<file path="config.mk">
export PLATFORM = sky130hd
export DESIGN_NAME = vbr_ram
export DESIGN_NICKNAME = d
export VERILOG_FILES = /design/src/rtl/core/vbr_ram.sv
export SDC_FILE = /design/constraint.sdc
export NUM_CORES = 1
export LEC_CHECK = 0
export ABC_AREA = 0
export ABC_CLOCK_PERIOD_IN_PS = 5400
export BUFFER_PORTS_ARGS = -buffer_cell sky130_fd_sc_hd__buf_2
export CORE_UTILIZATION = 25
export CTS_BUF_LIST = sky130_fd_sc_hd__clkbuf_2
export DETAILED_ROUTE_END_ITERATION = 12
export PLACE_DENSITY_LB_ADDON = 0.3
export SYNTH_ARGS = -nofsm -noshare
export SYNTH_HDL_FRONTEND = slang
export SYNTH_SLANG_ARGS = --single-unit
</file>
<file path="constraint.sdc">
create_clock -name i_clk -period 5.4 [get_ports i_clk]
set_clock_uncertainty 0.1 [all_clocks]
set_input_delay 0.54 -clock i_clk [delete_from_list [all_inputs] [get_ports i_clk]]
set_output_delay 0.54 -clock i_clk [all_outputs]
set_load 0.02 [all_outputs]
</file>
<file path="src/rtl/core/vbr_ram.sv">
// Generic single-write, single-read RAM with a registered read port.
`default_nettype none

module vbr_ram #(
    parameter int WIDTH = 8,
    parameter int DEPTH = 16,
    localparam int ADDR_W = (DEPTH > 1) ? $clog2(DEPTH) : 1
) (
    input  wire logic              i_clk,
    input  wire logic              i_we,
    input  wire logic [ADDR_W-1:0] i_waddr,
    input  wire logic [WIDTH-1:0]  i_wdata,
    input  wire logic              i_re,
    input  wire logic [ADDR_W-1:0] i_raddr,
    output logic      [WIDTH-1:0]  o_rdata
);

    logic [WIDTH-1:0] r_mem [DEPTH];

    always_ff @(posedge i_clk) begin
        if (i_we) begin
            r_mem[i_waddr] <= i_wdata;
        end
    end

    // The read register holds its value while no read is issued.
    always_ff @(posedge i_clk) begin
        if (i_re) begin
            o_rdata <= r_mem[i_raddr];
        end
    end

endmodule

`default_nettype wire

</file>
==> flow_summary.yaml <==
outcome:
  outcome: "complete, no violations"
timing:
  maxSlewViolCount: 0
  relSlewSlack_pct: 27.3
  rsz0062_at_grt: "false"
  setup_violations: 0
  setup_tns_ns: 0
  tightest_slew_ns: 1.09
  max_freq_mhz: 470
  finalHoldViolCount: 0
  finalCriticalPeriod_ns: 2.13
  timing.final.crit_share_pct: 39.4
clocking:
  clock-sinks: 136
  cts_setup_buffers: 0
  clk_latency_ns: 0.62
  ctsHoldBuffers: 0
  clk_pin_slew_worst_paths_ns: 0.20
  htree_levels: 4
  cts_buffer_depth: 2
  numCtsBuffers: 17
  postCtsResizedCells: 0
  root_buffer: "clkbuf_2"
  cts_tree: "done"
detailed_routing:
  drc: 0
  route.detailed.wl_per_inst_um: 19.3
  drt_wl_total_mm: 10.6
  vias_per_cell: 4.36
  dr_wl_met3_um: 514
  drt_iter0_drc: 162
  num_vias: 2387
  drtAntennaViolNets: 0
  wl_met2_mm: 4.70
  firstDrtPassIters: 4
  met1_length_mm: 5.21
  top_layer: "met4"
run:
  cap_viol_max_count: 0
critical_path:
  arrival_ns: 2.41
  r2r_slack_ns: 3.76
  worstSetupPathType: "input port to flop"
  crit_fanout: 32
  crit_required_ns: 5.68
  r2r_end: "o_rdata[0]"
  end_kind: "flop"
  reg2reg_depth: 3
  reg2reg_from: "r_mem[11][0]"
  start_kind: "input port"
die:
  dieHeight_um: 147
  rows: 52
  start_util_pct: 25.7
  pin_count: 27
  coreArea_mm2: 0.0204
  die_w_um: 147
  die_area_mm2: 0.0215
synth:
  ys_ff_latch: 136
  syn_area_mm2: 0.00523
  synthCells: 229
  syn_area_per_cell_um2: 22.8
  yosys_warnings: 0
  yosys.cell_count.top_type: "edfxtp_1"
  yosys.area.top_type: "edfxtp_1"
  synth_commonest_cells: "edfxtp_1, mux4_2, a22oi_1"
  synth_async_sr_flop_share_pct: 0
  synth_cell_types: 18
  synthTopCellsByArea: "edfxtp_1, mux4_2, mux4_1"
  ys.flop_type: "edfxtp_1"
  yosysSeqAreaShare_pct: 78.1
  syn-num-nets: 248
  synth_edf_count: 136
  synth_top_area_share_pct: 78.1
power_and_ir_drop:
  power.switching_w: 0.000419
  powerDensity_mw_per_mm2: 318
  combinationalPowerShare_pct: 6.0
  p_clk_share_pct: 29.8
  power.leakage_nw: 1.85
  max-vdd-ir-drop_uv: 153
  swShare_pct: 22.5
  p_int_w: 0.00144
  p_seq_share_pct: 64.2
layout:
  syn_to_final_growth_pct: 11.8
  nets: 285
  final.fill_count: 2023
  drive_gt1_share_pct: 28.1
  diodes: 0
  final_area_mm2: 0.00584
worst_hold_path:
  hold_depth: 1
  min_to: "o_rdata[5]"
  min_from: "i_re"
  hold_class: "input port to flop"
grt:
  grt_pass1_wl_mm: 15.6
  overflow: 0
  grt_max_degree: 33
  antenna_found_initial: 0
  grt_pass1_vias: 2463
  track_usage_pct: 10.3
placement:
  io_buffers: 26
  gp_congestion: 0.685
  post_dp_cell_area_mm2: 0.00563
  dp_hpwl_mm: 6.61
flip-flops by register name (all words and copies together) (netlist names):
signal and flops:
o_rdata 8, r_mem 128
cells in the final DEF (no fill, tap or decap), types with 2 or more instances in the layout:
cell	synthesis	layout
clkbuf_2	0	21
nor3_2	0	2
nand2b_1	2	2
nand2_1	9	9
edfxtp_1	136	136
bufinv_16	0	2
nor2_1	13	13
buf_2	3	26
mux4_1	14	14
clkinvlp_4	0	3
clkinv_2	0	3
nand3b_1	2	2
nor3_1	4	2
clkinv_1	0	2
mux4_2	18	18
buf_4	1	2
a22oi_1	16	16
kinds of logic after synthesis:
family,after synthesis,synth area share (%)
AND/OR/NAND/NOR,35,3.14
AO/OA/AOI/OAI,16,2.30
flip-flops,136,78.1
multiplexers,32,14.8
buffers and inverters,10,1.65
area by class of cell:
| class | instances | area [µm²] | share of cell area (%) |
|---|---|---|---|
| Sequential cell | 136 | 4080 | 69.9 |
| Multi-Input combinational cell | 83 | 1070 | 18.3 |
| Tap cell | 270 | 338 | 5.78 |
| Timing Repair Buffer | 28 | 145 | 2.48 |
| Clock buffer | 21 | 105 | 1.80 |
| Clock inverter | 10 | 105 | 1.80 |
worst max-delay path, stage by stage:
cell,delay [ns]
buf_2,0.80
mux4_2,0.63
a22oi_1,0.26
nand2_1,0.16
power by group through the flow:
stage / clock, W / sequential, W / combinational (W)
3_5_place_dp: 0 / 0.00122 / 0.000113
3_3_place_gp: 0 / 0.00122 / 0.000111
2_1_floorplan: 0 / 0.00122 / 0.0000600
5_1_grt: 0.000607 / 0.00120 / 0.000121
4_1_cts: 0.000568 / 0.00119 / 0.000113
6_report: 0.000554 / 0.00119 / 0.000111
layer usage:
metal	global-route usage, %	vias up
met5	0	-
met4	3.13	0
met1	15.0	1263
met3	3.03	9
li1	-	1053
met2	14.8	62
worst max path at each step:
stage / end / cells after the start / from / slack (ns)
after floorplan: r_mem[0][0] / 2 / i_waddr[2] / 3.27
after global placement: o_rdata[0] / 4 / i_raddr[0] / 2.49
after detailed placement: o_rdata[0] / 4 / i_raddr[0] / 2.51
after CTS: o_rdata[4] / 4 / i_raddr[0] / 3.22
after global routing: o_rdata[1] / 4 / i_raddr[0] / 3.16
final: o_rdata[0] / 4 / i_raddr[0] / 3.27
metrics by stage:
| step | instances | utilization [%] | setup slack (ns) | hold WS, ns | power [W] |
|---|---|---|---|---|---|
| floorplan | 229 | - | 3.27 | 0.539 | 0.00128 |
| global placement | 517 | 27.7 | 2.49 | 0.628 | 0.00133 |
| detailed placement | 517 | 27.7 | 2.51 | 0.636 | 0.00133 |
| CTS | 548 | 28.7 | 3.22 | 0.105 | 0.00188 |
| global route | 548 | 28.7 | 3.16 | 0.0951 | 0.00192 |
| finish | 548 | 28.7 | 3.27 | 0.154 | 0.00186 |
Note: power is estimated with default switching activity, not from simulation.
